--- src/rtl/alist_pkg.sv ---
// Shared constants, types and codes for the array list engine.
package alist_pkg;

  localparam int CAPACITY = 16;
  localparam int DATA_W   = 32;
  localparam int POS_W    = 4;
  localparam int REQ_W    = 3;
  localparam int STATUS_W = 2;
  localparam int COUNT_W  = 5;
  localparam int ADDR_W   = $clog2(CAPACITY);
  localparam int CNT_W    = $clog2(CAPACITY + 1);
  localparam int CMP_W    = (CNT_W > POS_W) ? CNT_W : POS_W;

  typedef logic [CNT_W-1:0]  cnt_t;
  typedef logic [ADDR_W-1:0] addr_t;
  typedef logic [CMP_W-1:0]  cmp_t;
  typedef logic [DATA_W-1:0] data_t;

  typedef enum logic [REQ_W-1:0] {
    REQ_APPEND    = 3'd0,
    REQ_INSERT    = 3'd1,
    REQ_DELETE    = 3'd2,
    REQ_READ      = 3'd3,
    REQ_OVERWRITE = 3'd4,
    REQ_REMOVE    = 3'd5
  } req_code_t;

  typedef enum logic [STATUS_W-1:0] {
    ST_OK       = 2'd0,
    ST_FULL     = 2'd1,
    ST_RANGE    = 2'd2,
    ST_NOTFOUND = 2'd3
  } status_t;

  // Operands for the shared compare / step unit
  typedef struct packed {
    cmp_t  a;
    cmp_t  b;
    cnt_t  cur;
    data_t data_a;
    data_t data_b;
  } unit_req_t;

  // Results from the shared compare / step unit
  typedef struct packed {
    logic lt;
    logic eq;
    cnt_t up;
    cnt_t dn;
    logic data_eq;
  } unit_res_t;

endpackage

--- src/rtl/alist_if.sv ---
// Request and response channel interfaces for the array list engine.
interface alist_req_if;
  logic                                   valid;
  logic                                   ready;
  logic [alist_pkg::REQ_W-1:0]            req_type;
  logic signed [alist_pkg::DATA_W-1:0]    value;
  logic [alist_pkg::POS_W-1:0]            position;

  modport source (output valid, req_type, value, position, input ready);
  modport sink   (input valid, req_type, value, position, output ready);
endinterface

interface alist_rsp_if;
  logic                                   valid;
  logic                                   ready;
  logic [alist_pkg::STATUS_W-1:0]         status;
  logic signed [alist_pkg::DATA_W-1:0]    read_value;
  logic [alist_pkg::COUNT_W-1:0]          entry_count;
  logic                                   is_full;
  logic                                   is_empty;

  modport source (output valid, status, read_value, entry_count, is_full, is_empty,
                  input ready);
  modport sink   (input valid, status, read_value, entry_count, is_full, is_empty,
                  output ready);
endinterface

--- src/rtl/alist_store.sv ---
// Entry store: one write port, one read port with registered read data.
module alist_store (
  input  logic             clk,
  input  logic             we,
  input  alist_pkg::addr_t waddr,
  input  alist_pkg::data_t wdata,
  input  alist_pkg::addr_t raddr,
  output alist_pkg::data_t rdata
);
  import alist_pkg::*;

  data_t mem [CAPACITY];

  // write port
  always_ff @(posedge clk) begin
    if (we) begin
      mem[waddr] <= wdata;
    end
  end

  // registered read port
  always_ff @(posedge clk) begin
    rdata <= mem[raddr];
  end

endmodule

--- src/rtl/alist_unit.sv ---
// Shared unit: position compare, cursor step and entry equality.
module alist_unit (
  input  alist_pkg::unit_req_t op,
  output alist_pkg::unit_res_t res
);
  import alist_pkg::*;

  always_comb begin
    res.lt      = (op.a < op.b);
    res.eq      = (op.a == op.b);
    res.up      = op.cur + CNT_W'(1);
    res.dn      = op.cur - CNT_W'(1);
    res.data_eq = (op.data_a == op.data_b);
  end

endmodule

--- src/rtl/array_list_engine_core.sv ---
// Array list engine: ordered list of up to CAPACITY entries, one request at a time.
// Append, insert at the end, overwrite, unused codes and refusals go straight to the finish step;
// read passes through a read step, insert inside the list shifts the entries up, delete shifts
// them down, and removal scans for the value, then shifts the later entries down on a hit.
// Ready in idle only, so requests are sequential; a response not yet taken adds its stall.
// Reset clears the count, sequencer and response valid; the store is not cleared.
module array_list_engine_core (
  input  logic        clk,
  input  logic        rst,
  alist_req_if.sink   req,
  alist_rsp_if.source rsp
);
  import alist_pkg::*;

  typedef enum logic [5:0] {
    S_IDLE = 6'b000001,
    S_READ = 6'b000010,
    S_UP   = 6'b000100,
    S_DOWN = 6'b001000,
    S_SCAN = 6'b010000,
    S_FIN  = 6'b100000
  } state_t;

  state_t    state;
  cnt_t      total;
  cnt_t      cur;
  addr_t     tag;
  logic      pend;
  cmp_t      pos_q;
  data_t     val_q;
  data_t     rd_q;
  status_t   st_q;

  logic                 out_valid;
  status_t              out_status;
  data_t                out_read;
  logic [COUNT_W-1:0]   out_count;
  logic                 out_full;
  logic                 out_empty;

  logic      mem_we;
  addr_t     mem_waddr;
  data_t     mem_wdata;
  addr_t     mem_raddr;
  data_t     mem_rdata;

  unit_req_t uop;
  unit_res_t ures;

  req_code_t req_code;
  cmp_t      pos_in;
  cmp_t      total_c;
  logic      full;

  assign req_code = req_code_t'(req.req_type);
  assign pos_in   = CMP_W'(req.position);
  assign total_c  = CMP_W'(total);
  assign full     = (total == CNT_W'(CAPACITY));

  assign req.ready       = (state == S_IDLE);
  assign rsp.valid       = out_valid;
  assign rsp.status      = out_status;
  assign rsp.read_value  = out_read;
  assign rsp.entry_count = out_count;
  assign rsp.is_full     = out_full;
  assign rsp.is_empty    = out_empty;

  alist_store u_store (
    .clk   (clk),
    .we    (mem_we),
    .waddr (mem_waddr),
    .wdata (mem_wdata),
    .raddr (mem_raddr),
    .rdata (mem_rdata)
  );

  alist_unit u_unit (
    .op  (uop),
    .res (ures)
  );

  // operand select for the shared unit
  always_comb begin
    uop.a      = pos_in;
    uop.b      = total_c;
    uop.cur    = cur;
    uop.data_a = mem_rdata;
    uop.data_b = val_q;
    if (state == S_UP) begin
      uop.a = pos_q;
      uop.b = CMP_W'(cur);
    end else if (state == S_DOWN || state == S_SCAN) begin
      uop.a = CMP_W'(cur);
      uop.b = total_c;
    end
  end

  // store port control
  always_comb begin
    mem_we    = 1'b0;
    mem_waddr = tag;
    mem_wdata = mem_rdata;
    mem_raddr = cur[ADDR_W-1:0];
    unique case (state)
      S_IDLE: begin
        if (req.valid) begin
          if (req_code == REQ_APPEND && !full) begin
            mem_we    = 1'b1;
            mem_waddr = total[ADDR_W-1:0];
            mem_wdata = req.value;
          end else if (req_code == REQ_OVERWRITE && ures.lt) begin
            mem_we    = 1'b1;
            mem_waddr = ADDR_W'(req.position);
            mem_wdata = req.value;
          end else if (req_code == REQ_INSERT && !full && ures.eq) begin
            mem_we    = 1'b1;
            mem_waddr = ADDR_W'(req.position);
            mem_wdata = req.value;
          end
          mem_raddr = ADDR_W'(req.position);
        end
      end
      S_UP: begin
        mem_raddr = ures.dn[ADDR_W-1:0];
        if (pend) begin
          mem_we = 1'b1;
        end else if (!ures.lt) begin
          // gap opened: drop the new entry in
          mem_we    = 1'b1;
          mem_waddr = ADDR_W'(pos_q);
          mem_wdata = val_q;
        end
      end
      S_DOWN: begin
        mem_we = pend;
      end
      S_READ, S_SCAN, S_FIN: begin
      end
      default: begin
      end
    endcase
  end

  // sequencer
  always_ff @(posedge clk) begin
    if (rst) begin
      state     <= S_IDLE;
      total     <= '0;
      pend      <= 1'b0;
      out_valid <= 1'b0;
    end else begin
      if (out_valid && rsp.ready && state != S_FIN) begin
        out_valid <= 1'b0;
      end
      unique case (state)
        S_IDLE: begin
          if (req.valid) begin
            val_q <= req.value;
            pos_q <= pos_in;
            rd_q  <= '0;
            pend  <= 1'b0;
            unique case (req_code)
              REQ_APPEND: begin
                state <= S_FIN;
                if (full) begin
                  st_q <= ST_FULL;
                end else begin
                  st_q  <= ST_OK;
                  total <= total + CNT_W'(1);
                end
              end
              REQ_INSERT: begin
                if (full) begin
                  st_q  <= ST_FULL;
                  state <= S_FIN;
                end else if (!ures.lt && !ures.eq) begin
                  st_q  <= ST_RANGE;
                  state <= S_FIN;
                end else if (ures.eq) begin
                  st_q  <= ST_OK;
                  total <= total + CNT_W'(1);
                  state <= S_FIN;
                end else begin
                  st_q  <= ST_OK;
                  cur   <= total;
                  state <= S_UP;
                end
              end
              REQ_DELETE: begin
                if (!ures.lt) begin
                  st_q  <= ST_RANGE;
                  state <= S_FIN;
                end else begin
                  st_q  <= ST_OK;
                  cur   <= CNT_W'(req.position) + CNT_W'(1);
                  state <= S_DOWN;
                end
              end
              REQ_READ: begin
                if (!ures.lt) begin
                  st_q  <= ST_RANGE;
                  state <= S_FIN;
                end else begin
                  st_q  <= ST_OK;
                  state <= S_READ;
                end
              end
              REQ_OVERWRITE: begin
                st_q  <= ures.lt ? ST_OK : ST_RANGE;
                state <= S_FIN;
              end
              REQ_REMOVE: begin
                st_q  <= ST_NOTFOUND;
                cur   <= '0;
                state <= S_SCAN;
              end
              default: begin
                st_q  <= ST_OK;
                state <= S_FIN;
              end
            endcase
          end
        end
        S_READ: begin
          rd_q  <= mem_rdata;
          state <= S_FIN;
        end
        // shift up, walking down from the end
        S_UP: begin
          if (ures.lt) begin
            pend <= 1'b1;
            tag  <= cur[ADDR_W-1:0];
            cur  <= ures.dn;
          end else if (pend) begin
            pend <= 1'b0;
          end else begin
            total <= total + CNT_W'(1);
            state <= S_FIN;
          end
        end
        // shift down, walking up from the hole
        S_DOWN: begin
          if (ures.lt) begin
            pend <= 1'b1;
            tag  <= ures.dn[ADDR_W-1:0];
            cur  <= ures.up;
          end else if (pend) begin
            pend <= 1'b0;
          end else begin
            total <= total - CNT_W'(1);
            state <= S_FIN;
          end
        end
        // search; on a hit cur already points one past the match
        S_SCAN: begin
          if (pend && ures.data_eq) begin
            pend  <= 1'b0;
            st_q  <= ST_OK;
            state <= S_DOWN;
          end else if (ures.lt) begin
            pend <= 1'b1;
            tag  <= cur[ADDR_W-1:0];
            cur  <= ures.up;
          end else if (pend) begin
            pend <= 1'b0;
          end else begin
            state <= S_FIN;
          end
        end
        S_FIN: begin
          if (!out_valid || rsp.ready) begin
            out_valid  <= 1'b1;
            out_status <= st_q;
            out_read   <= rd_q;
            out_count  <= COUNT_W'(total);
            out_full   <= full;
            out_empty  <= (total == '0);
            state      <= S_IDLE;
          end
        end
        default: begin
          state <= S_IDLE;
        end
      endcase
    end
  end

  // response register only fills from the finish step
  a_rsp_from_fin: assert property (@(posedge clk) disable iff (rst)
    $rose(out_valid) |-> $past(state == S_FIN))
    else $error("response raised outside finish step");

  // count stays within capacity
  a_total_cap: assert property (@(posedge clk) disable iff (rst)
    total <= CNT_W'(CAPACITY))
    else $error("entry count beyond capacity");

  // count moves by at most one per cycle
  a_total_step: assert property (@(posedge clk) disable iff (rst)
    1'b1 |=> (total == $past(total) || total == $past(total) + CNT_W'(1) ||
              total == $past(total) - CNT_W'(1)))
    else $error("entry count jumped");

  // pending store transfer only inside a walk
  a_pend_state: assert property (@(posedge clk) disable iff (rst)
    pend |-> (state == S_UP || state == S_DOWN || state == S_SCAN))
    else $error("pending store transfer outside a walk");

endmodule

--- src/flat_wrapper.sv ---
// flat-port wrapper written by rule: the top's interface ports become plain ports
module array_list_engine_core_flat import alist_pkg::*;
  (clk, rst, req_valid, req_req_type, req_value, req_position, req_ready, rsp_valid, rsp_status, rsp_read_value, rsp_entry_count, rsp_is_full, rsp_is_empty, rsp_ready);
  alist_req_if req_i ();
  alist_rsp_if rsp_i ();
  input  logic clk;
  input  logic rst;
  input wire logic [$bits(req_i.valid)-1:0] req_valid;
  input wire logic [$bits(req_i.req_type)-1:0] req_req_type;
  input wire logic [$bits(req_i.value)-1:0] req_value;
  input wire logic [$bits(req_i.position)-1:0] req_position;
  output wire logic [$bits(req_i.ready)-1:0] req_ready;
  output wire logic [$bits(rsp_i.valid)-1:0] rsp_valid;
  output wire logic [$bits(rsp_i.status)-1:0] rsp_status;
  output wire logic [$bits(rsp_i.read_value)-1:0] rsp_read_value;
  output wire logic [$bits(rsp_i.entry_count)-1:0] rsp_entry_count;
  output wire logic [$bits(rsp_i.is_full)-1:0] rsp_is_full;
  output wire logic [$bits(rsp_i.is_empty)-1:0] rsp_is_empty;
  input wire logic [$bits(rsp_i.ready)-1:0] rsp_ready;
  assign req_i.valid = req_valid;
  assign req_i.req_type = req_req_type;
  assign req_i.value = req_value;
  assign req_i.position = req_position;
  assign req_ready = req_i.ready;
  assign rsp_valid = rsp_i.valid;
  assign rsp_status = rsp_i.status;
  assign rsp_read_value = rsp_i.read_value;
  assign rsp_entry_count = rsp_i.entry_count;
  assign rsp_is_full = rsp_i.is_full;
  assign rsp_is_empty = rsp_i.is_empty;
  assign rsp_i.ready = rsp_ready;
  array_list_engine_core u_core (.clk(clk), .rst(rst), .req(req_i), .rsp(rsp_i));
endmodule
--- config.mk ---
export PLATFORM = sky130hd
export DESIGN_NAME = array_list_engine_core_flat
export DESIGN_NICKNAME = d
export VERILOG_FILES = /design/src/rtl/alist_pkg.sv /design/src/rtl/alist_if.sv /design/src/rtl/alist_store.sv /design/src/rtl/alist_unit.sv /design/src/rtl/array_list_engine_core.sv /design/src/flat_wrapper.sv
export SDC_FILE = /design/constraint.sdc
export NUM_CORES = 1
export LEC_CHECK = 0
export ABC_AREA = 1
export BUFFER_PORTS_ARGS = -buffer_cell sky130_fd_sc_hd__buf_2
export CORE_MARGIN = 2
export CORE_UTILIZATION = 31
export CTS_CLUSTER_DIAMETER = 200
export DETAILED_ROUTE_END_ITERATION = 12
export GPL_ROUTABILITY_DRIVEN = 0
export PLACE_DENSITY = 0.42
export SYNTH_ARGS = -nofsm -noshare
export SYNTH_HDL_FRONTEND = slang
export SYNTH_SLANG_ARGS = --single-unit
--- constraint.sdc ---
create_clock -name clk -period 14.3 [get_ports clk]
set_clock_uncertainty 0.1 [all_clocks]
set_input_delay 0.715 -clock clk [delete_from_list [all_inputs] [get_ports clk]]
set_output_delay 0.715 -clock clk [all_outputs]
set_load 0.01 [all_outputs]
; ---- Word-level counts from Yosys, hierarchy flattened
; Memory sizes are Yosys's and may differ from the RTL's. A register that Yosys moved wholly into a read port is not among the register bits.
; Cells that the tools add are included.
; W data, S select, Z words.
[op_classes]
add_sub_neg = 5
n_mul = 0
n_div = 0
order_cmp = 1
eq_ne = 33
n_shift = 0
muxes = 81
n_bitwise = 1
reduce_logical = 33
[op_table]
columns = op, n
row1 = $mux W32, 7
row2 = $pmux W32 S2, 2
row3 = $mux W5, 17
row4 = $mux W6, 10
row5 = $mux W4, 10
row6 = $eq A32 B32 Y1, 1
row7 = $pmux W5 S3, 2
row8 = $pmux W6 S5, 1
row9 = $pmux W6 S4, 1
row10 = $mux W10, 2
row11 = $pmux W5 S4, 1
row12 = $pmux W4 S2, 2
row13 = $mux W1, 15
row14 = $ne A2 B2 Y1 const B, 7
row15 = $ne A3 B3 Y1 const B, 4
row16 = $pmux W4 S3, 1
row17 = $reduce_and A11 Y1, 1
row18 = $add A5 B1 Y5 const B, 2
row19 = $mux W2, 5
row20 = $pmux W5 S2, 1
row21 = $reduce_and A10 Y1, 1
row22 = $sub A5 B1 Y5 const B, 2
row23 = $reduce_and A3 Y1, 3
row24 = $reduce_bool A3 Y1, 3
row25 = 33 further kinds, 53
[totals]
reg_bits = 133
latch_bits = 0
ramBits = 512
romBits = 0
input_bits = 43
out_inout_bits = 43
word_cells = 170
n_memories = 1
[memory_table]
columns = name, words, width, rd, rd_ports_with_merged_regs, wr, line_no
row1 = u_core.u_store.mem, 16, 32, 1, 1, 1, alist_store.sv:12  ; data_t mem [CAPACITY];

; ---- Logic depth before layout (Yosys ltp)
; Gate-level depths: netlist of the first run.
[depth]
word_depth = 13
depth_mapped = 23
mapped_depth_nobuf = 23

; ---- Hierarchy
; A second synthesis of the first run with hierarchy kept.
[unflattened]
cells_unflattened = 3050
hier_area_um2 = 30286.5
[modules_own_cells]
columns = mod, n_inst, cells_each, area_each_um2, seq_area_each_um2
row1 = alist_store, 1, 2120, 22730.6, 16015.4
row2 = array_list_engine_core, 1, 724, 6662.6, 3863.7
row3 = alist_unit, 1, 206, 893.4, 0.0

; ---- Worst setup path after synthesis of the first run
; OpenSTA, ideal clock, no wires.
[synth_path]
path_kind = reg-to-reg
from = register u_core.state[0]
to = memory u_core.u_store.mem[11][0] (netlist bit), enable pin
t_arrival_ns = 3.965
required_ns = 13.779
slack_ns = 9.814
stages_incl_launch_ff = 23
path_buffers = 1
cell_sequence = dfxtp_1 > nor2_1 > nand3_2 > inv_2 > clkbuf_1 > a21oi_1 > o21ai_0 > o21ai_0 > ha_1 > nand2_1 > nor2_1 > nand2_1 > inv_1 > nand3_1 > nand2_1 > nand2_1 > nand2_1 > nand2_1 > nand2_1 > nand2_1 > nand2_1 > nand2_1 > nor2_1
[synth_via]
elab_chain_len = 13
word_cells_on_any_way = 27
[synth_rtl]
columns = element, line_no
row1 = start: declaration, array_list_engine_core.sv:24  ; state_t state;
row2 = start signal: assignment, array_list_engine_core.sv:147  ; state <= S_IDLE;
row3 = start signal: assignment, array_list_engine_core.sv:164  ; state <= S_FIN;
row4 = start signal: assignment, array_list_engine_core.sv:175  ; state <= S_FIN;
row5 = branches (longest 13 deep; another with $lt A5 B5 Y1), n/a
row6 = end: declaration, alist_store.sv:12
; Parallel ways; which one is timed is not known.

; ---- Worst setup path in the final report of the first run
[layout_path]
from = register u_core.state[1]
to = memory u_core.u_store.mem[14][11] (netlist bit), enable pin
; The elaborated chain is that of the path after synthesis.

==> results of run 1 <==
## sequential cells by signal, summed over array words and instances (netlist names), 2 cells and up
register	count
u_core.cur	5
u_core.pos_q	4
u_core.rd_q	32
u_core.rsp.entry_count	5
u_core.rsp.read_value	32
u_core.rsp.status	2
u_core.st_q	2
u_core.state	6
u_core.tag	4
u_core.total	5
u_core.u_store.mem	512
u_core.u_store.rdata	32
u_core.val_q	32
## per-stage QoR
step           util, %  std cells  total power (W)  hold WS [ns]
2_1_floorplan        -       2839          0.00376         0.300
3_3_place_gp      33.2       4094          0.00448         0.301
3_5_place_dp      33.2       4094          0.00450         0.305
4_1_cts           35.8       4239          0.00647         0.159
5_1_grt           35.8       4242          0.00674         0.169
6_report          35.8       4242          0.00641         0.197
## worst max-delay path: cells and delay by family (launching register included)
family,cells,cell delay [ns]
fa+ha+maj,1,0.30
compound gates,3,0.28
simple gates,11,3.44
flops,1,0.33
buf+inv,3,1.66
## worst min-delay path by stage
stage	cells past startpoint	endpoint	startpoint	slack, ns
2_1_floorplan	0	u_core.rsp.read_value[0]$_DFFE_PP_	u_core.rd_q[0]$_SDFFCE_PN0P_	0.30
3_3_place_gp	0	u_core.rsp.read_value[15]$_DFFE_PP_	u_core.rd_q[15]$_SDFFCE_PN0P_	0.30
6_report	1	u_core.val_q[18]$_DFFE_PP_	req_value[18]	0.20
4_1_cts	1	u_core.val_q[18]$_DFFE_PP_	req_value[18]	0.16
5_1_grt	1	u_core.val_q[18]$_DFFE_PP_	req_value[18]	0.17
3_5_place_dp	0	u_core.rsp.read_value[30]$_DFFE_PP_	u_core.rd_q[30]$_SDFFCE_PN0P_	0.30
## cell families after synthesis
logic type | Yosys count | synth area share, %
xor+xnor | 18 | 0.519
fa+ha+maj | 12 | 0.519
simple gates | 1409 | 22.9
compound gates | 165 | 3.14
flops | 677 | 65.5
buf+inv | 558 | 7.48
## power breakdown
| part | total [W] | switching [W] | internal [W] |
|---|---|---|---|
| sequential | 0.00264 | 0.0000980 | 0.00254 |
| clock | 0.00195 | 0.000829 | 0.00112 |
| combinational | 0.00182 | 0.00140 | 0.000422 |
## cell type report
type | count | area (sq um) | share of cell area [%]
Tap cell | 1276 | 1600 | 4.60
Clock buffer | 106 | 2090 | 6.02
Timing Repair Buffer | 135 | 801 | 2.31
Multi-Input combinational cell | 1604 | 8440 | 24.3
Clock inverter | 39 | 382 | 1.10
Inverter | 405 | 1520 | 4.38
Sequential cell | 677 | 19900 | 57.3
## layout by cell type, fill, tap and decap left out, types with 2 or more instances in the layout
cell type / netlist / routed
edfxtp_1: 632 / 632
nand3_1: 507 / 506
nand2_1: 497 / 497
inv_1: 400 / 400
nand3b_1: 227 / 227
nor2_1: 125 / 108
buf_2: 108 / 85
clkbuf_16: 0 / 79
o21ai_0: 75 / 75
buf_4: 7 / 50
a21oi_1: 46 / 45
dfxtp_1: 45 / 45
clkbuf_1: 34 / 26
nand4_1: 20 / 20
nor2_4: 2 / 19
a22oi_1: 18 / 18
clkinv_2: 0 / 16
xor2_1: 15 / 15
o221ai_1: 14 / 11
ha_1: 11 / 11
clkinv_1: 0 / 9
or2_2: 7 / 7
nor3_1: 7 / 6
inv_2: 5 / 5
bufinv_16: 0 / 5
nand3_2: 4 / 4
o211ai_1: 4 / 4
nor3b_1: 4 / 4
xnor2_1: 3 / 3
o221ai_2: 0 / 3
inv_6: 0 / 3
nand2_2: 3 / 2
nand3_4: 1 / 2
nand2_8: 0 / 2
o22ai_1: 2 / 2
clkinv_4: 0 / 2
## per-layer routing
layer	routed length (microns)	track usage, %	vias up
li1	-	-	9850
met1	44200	26.6	10500
met2	45600	31.6	642
met3	5260	3.10	122
met4	2090	5.24	0
met5	0	0	-
==> results.yml, run 1 <==
timing:
  finalCritPeriodShare_pct: 45.3
  fin_setup_tns_ns: 0
  drv_slew: 0
  finalHoldViolations: 0
  slew-limit-headroom_pct: 21.9
  max_freq_ghz: 0.154
  setup_viol: 0
  period_minus_slack_ns: 6.48
  worst_slew_pin_slew_ns: 1.17
  setup_slack_ns: 7.82
  rsz0062_at_grt: "no"
critical_path:
  worst-endpoint-arrival_ns: 6.68
  cpMostUsedCell: "nand3_1"
  crit_type: "reg2reg"
  max_stage_delay_ns: 0.77
  rr_startpoint: "u_core.state[1]$_SDFFE_PP0P_"
  critPathCapture: "u_core.u_store.mem[14][11]$_DFFE_PP_"
  rrSetupSlack_ns: 7.82
  crit_chain: "nor2_1 > nand3_2 > inv_2 > a21oi_1 > o21ai_0 > o21ai_0 > ha_1 > nand2_1 > nor2_1 > nand2_1 > nand3_1 > nand2_1 > inv_1 > nand3_1 > nand3_1 > nand3_1 > nor2_4 > buf_4"
  cp_data_required_time_ns: 14.49
  r2r_end: "u_core.u_store.mem[14][11]$_DFFE_PP_"
  critPathLaunch: "u_core.state[1]$_SDFFE_PP0P_"
  end_kind: "register"
  cp_max_fo: 28
  start_kind: "register"
  r2r_cells: 18
  crit_path_top_delay_cell: "nor2_4"
synthesis:
  synthArstFlopShare_pct: 0
  synthTopCellsByCount: "edfxtp_1 (632), nand3_1 (507), nand2_1 (497)"
  syn_area_per_cell_sq_um: 10.7
  yosysMostFrequentCell: "edfxtp_1"
  ys_warn_count: 0
  ys_top_cells_by_area: "edfxtp_1 (62%), nand3_1 (8.4%), nand2_1 (6.1%), nand3b_1 (5.6%), inv_1 (4.9%)"
  yosys_register_bits: 677
  synth_top_area_share_pct: 62.5
  synth_top_cell_by_area: "edfxtp_1"
  synth.distinct_cells: 41
  synthesis.nets: 2894
  synth_area_sq_mm: 0.0304
  synth-edff-count: 632
  synthFlopType: "edfxtp_1"
  syn_inst: 2839
  synth-seq-area-share_pct: 65.5
placed_design:
  postPlaceCellArea_sq_mm: 0.0322
  pre_cts_ws_ns: 7.85
  port_buffers: 85
  hpwl_microns: 55400
floorplanning:
  die_y_microns: 317
  dieArea_sq_mm: 0.100
  core_area_sq_mm: 0.0969
  start_util_pct: 31.4
  die_x_microns: 317
  pin_count: 86
  rows: 114
drt:
  routed_via_density: 4.98
  antenna_left: 0
  drc: 0
  wire_per_inst_microns: 22.9
  drt_first_pass_iters: 6
  num_vias: 21100
  drt_wl_total_microns: 97100
  dr.first_iter.drc_count: 1798
cts:
  ctsRootBufferMaster: "clkbuf_16"
  postCtsSetupBuffers: 0
  cts.path.max_buffers: 3
  numClockSinks: 677
  cts_tree: "yes"
  clkTransAtPathRegs_ns: 0.06
  cts_made_buffers: 78
  cts_hold_buf: 0
  clock_latency_ns: 0.64
  h-tree-depth: 3
  cts_resized: 0
cells_and_area:
  area_growth_pct: 14.3
  n_antenna_cell: 0
  design_area_sq_mm: 0.0347
  fin_nets: 2956
  drive_above_1_share_pct: 9.91
  num-fill-cells: 9707
global_route:
  grt_pass1_vias: 20700
  grtUsageTotal_pct: 19.3
  grt_pass1_wl_microns: 142000
  grt_start_max_net_pins: 115
  antenna_found_initial: 0
  overflow: 0
flow_run:
  maxCapViolations: 0
run_status:
  status: "completed"
pwr:
  ir_drop_v: 0.0000988
  cellPowerDensity_mw_per_mm2: 185
  p_leak_nw: 13.6
min_path:
  hold_class: "in2reg"
Power figures use the tool's default switching activity.
==> inputs of run 2 (changes only) <==
- ABC_AREA: 1 -> 0
- PLACE_DENSITY: 0.42 -> 0.44
- clock period: 14.3 -> 5.6 ns (I/O delays scaled with it)
==> run 2 against run 1 <==
First-iteration DRC count fell by 8.8%. Critical path type unchanged. Largest cell class unchanged. Cell count fell by 18%. Global-route usage down 1.2 points. Register-to-register slack lost 7.4 ns. Utilization is 0.88 points higher.
==> results.yml, run 2 <==
cells_and_area:
  regMostFlops: "u_core.u_store.mem"
  final_cell_mix: "edfxtp_1 (632), nand2_1 (616), nand3_1 (165)"
  final_util_pct: 36.7
  area_growth_pct: 17.8
  layout_commonest_cell: "edfxtp_1"
  largest_reg_flops: 512
  n_antenna_cell: 0
  fin_nets: 2303
  drive_above_1_share_pct: 12.6
  stdcell_count: 3468
  design_area_sq_mm: 0.0323
timing:
  setup_viol: 0
  drv_slew: 0
  max_freq_ghz: 0.194
  fin_setup_tns_ns: 0
  finalHoldViolations: 0
  finalCritPeriodShare_pct: 92.1
  worst_slew_pin_slew_ns: 1.12
  whs_ns: 0.161
  rsz0062_at_grt: "no"
  slew-limit-headroom_pct: 24.4
  period_minus_slack_ns: 5.16
critical_path:
  crit_chain: "nor4_1 > o21ai_1 > nand2_1 > a31oi_1 > ha_1 > and4_1 > nand2_1 > a2111oi_0 > buf_4 > o21a_2 > o2111a_1 > nand3b_1 > nor2_4 > buf_6"
  rrSetupSlack_ns: 0.44
  rr_startpoint: "u_core.state[5]$_SDFFE_PP0P_"
  cp_max_fo: 25
  cpMostUsedCell: "nand2_1"
  r2r_cells: 14
  r2r_end: "u_core.u_store.mem[0][15]$_DFFE_PP_"
  cp_data_required_time_ns: 5.76
  crit_path_top_delay_cell: "a2111oi_0"
  start_kind: "register"
  end_kind: "register"
  worst-endpoint-arrival_ns: 5.31
  crit_type: "reg2reg"
  max_stage_delay_ns: 0.57
cts:
  h-tree-depth: 3
  cts_tree: "yes"
  numClockSinks: 677
  cts.path.max_buffers: 3
  ctsRootBufferMaster: "clkbuf_16"
  clock_latency_ns: 0.62
  clkTransAtPathRegs_ns: 0.07
  cts_made_buffers: 73
floorplanning:
  die_y_microns: 301
  start_util_pct: 31.2
  core_area_sq_mm: 0.0880
  die_x_microns: 301
  pin_count: 86
  dieArea_sq_mm: 0.0908
  rows: 109
synthesis:
  ys_warn_count: 0
  synth-edff-count: 632
  yosys_register_bits: 677
  synth.distinct_cells: 66
  synthFlopType: "edfxtp_1"
  synth_area_sq_mm: 0.0274
  synthArstFlopShare_pct: 0
  syn_area_per_cell_sq_um: 13.0
  synth-seq-area-share_pct: 72.5
  syn_inst: 2104
  synthesis.nets: 2159
  synth_top_cell_by_area: "edfxtp_1"
  ys_top_cells_by_area: "edfxtp_1 (69%), nand2_1 (8.5%), dfxtp_1 (3.3%), nand3_1 (3.0%), a311o_1 (1.2%)"
  synth_top_area_share_pct: 69.2
  synthTopCellsByCount: "edfxtp_1 (632), nand2_1 (618), nand3_1 (165)"
  yosysMostFrequentCell: "edfxtp_1"
drt:
  antenna_left: 0
  drt_first_pass_iters: 7
  routed_via_density: 5.09
  num_vias: 17600
  drt_wl_total_microns: 82400
  drc: 0
  wire_per_inst_microns: 23.8
  dr.first_iter.drc_count: 1640
pwr:
  pwr-share-clk_pct: 32.7
  p_leak_nw: 11.2
  cellPowerDensity_mw_per_mm2: 442
  power_frac_seq_pct: 47.2
  p_switching_w: 0.00444
  p_comb_share_pct: 20.2
  power.internal_w: 0.00984
  ir_drop_v: 0.000214
  netSwitchingFraction_pct: 31.1
min_path:
  worstHoldStart: "req_req_type[2]"
  hold_class: "in2reg"
  hold-path-cell-count: 4
  whs_endpoint: "u_core.st_q[0]$_SDFFCE_PN0P_"
global_route:
  met1_usage_pct: 25.7
  grt_start_max_net_pins: 153
  antenna_found_initial: 1
  overflow: 0
  grt_pass1_vias: 17300
  grt_busiest_layer: "met2"
  gr-usage-met3_pct: 2.38
  use_met2_pct: 29.1
  grtUsageTotal_pct: 18.1
  grt_pass1_wl_microns: 120000
placed_design:
  hpwl_microns: 48700
  postPlaceCellArea_sq_mm: 0.0296
  dpl.cell_count: 3295
  port_buffers: 85
flow_run:
  maxCapViolations: 0
run_status:
  status: "completed"
[run 2: cell count changes after synthesis, moves of 33 or more]
cell      before  now
buf_2        108   39
nand3b_1     227    5
o21ai_0       75   19
and2_1         0   35
clkbuf_1      34   67
nand3_1      507  165
a31oi_1        1   36
nand2_1      497  618
inv_1        400   14
and3_1         1   37
nor2_1       125   47
[run 2: critical path, delay by kind of cell (launching register included)]
family	cells	cell delay, ns
and+or+nand+nor	6	1.68
buffers and inverters	2	0.60
adders and majority gates	1	0.35
AOI/OAI and AO/OA	5	1.65
DFF	1	0.39
[run 2: how the worst max path moves through the flow]
stage	from	endpoint	cells after the start
finish	u_core.state[5]$_SDFFE_PP0P_	u_core.u_store.mem[0][15]$_DFFE_PP_	14
global route	u_core.state[5]$_SDFFE_PP0P_	u_core.u_store.mem[0][22]$_DFFE_PP_	14
global placement	u_core.state[5]$_SDFFE_PP0P_	u_core.u_store.mem[0][23]$_DFFE_PP_	14
CTS	u_core.state[5]$_SDFFE_PP0P_	u_core.u_store.mem[0][22]$_DFFE_PP_	14
detailed placement	u_core.state[5]$_SDFFE_PP0P_	u_core.u_store.mem[0][15]$_DFFE_PP_	14
floorplan	u_core.state[5]$_SDFFE_PP0P_	u_core.u_store.mem[1][0]$_DFFE_PP_	15
[run 2: cell families (layout without fill, tap and decap cells)]
family                   Yosys count  after routing  share of synthesized area (%)
flip-flops                       677            677                           72.5
AO/OA/AOI/OAI                    263            263                           7.55
AND/OR/NAND/NOR                  966            966                           15.4
buffers and inverters            138            337                           2.42
multiplexers                       6              6                          0.228
XOR/XNOR                          42             42                           1.34
adder cells (fa/ha/maj)           12             12                          0.575
[run 2: area by class of cell]
cell class                 count  area [sq um]
clock buffer                  94          2000
clock inverter                36           295
fill                        8526         55700
inverter                      14          52.6
multi-input combinational   1289          7070
sequential                   677         19900
tap                         1165          1460
timing repair buffer         193          1540
[run 2: layer usage]
layer,wire length [microns],share of wire (%)
met5,0,0
met2,38600,47
met4,1280,1.6
met3,4840,5.9
met1,37700,46
[run 2: what timing repair did]
action | in CTS | in global routing
setup endpoints to repair | 0 | 16
endpoints found under the hold margin | 47 | 0
buffers inserted | 0 | 0
resized for setup | 0 | 1
hold buffers | 43 | 0
[run 2: power groups by stage]
stage / registers, W / clock network [W] / logic (W)
floorplan: 0.00659 / 0 / 0.00186
global placement: 0.00683 / 0 / 0.00285
detailed placement: 0.00683 / 0 / 0.00288
CTS: 0.00673 / 0.00478 / 0.00291
global route: 0.00675 / 0.00497 / 0.00317
finish: 0.00674 / 0.00467 / 0.00288
[run 2: stage by stage]
step	setup WS, ns	total power, W
final	0.445	0.0143
after global routing	0.103	0.0149
after CTS	0.350	0.0144
after detailed placement	0.384	0.00971
after global placement	0.551	0.00969
after floorplan	0.0161	0.00845
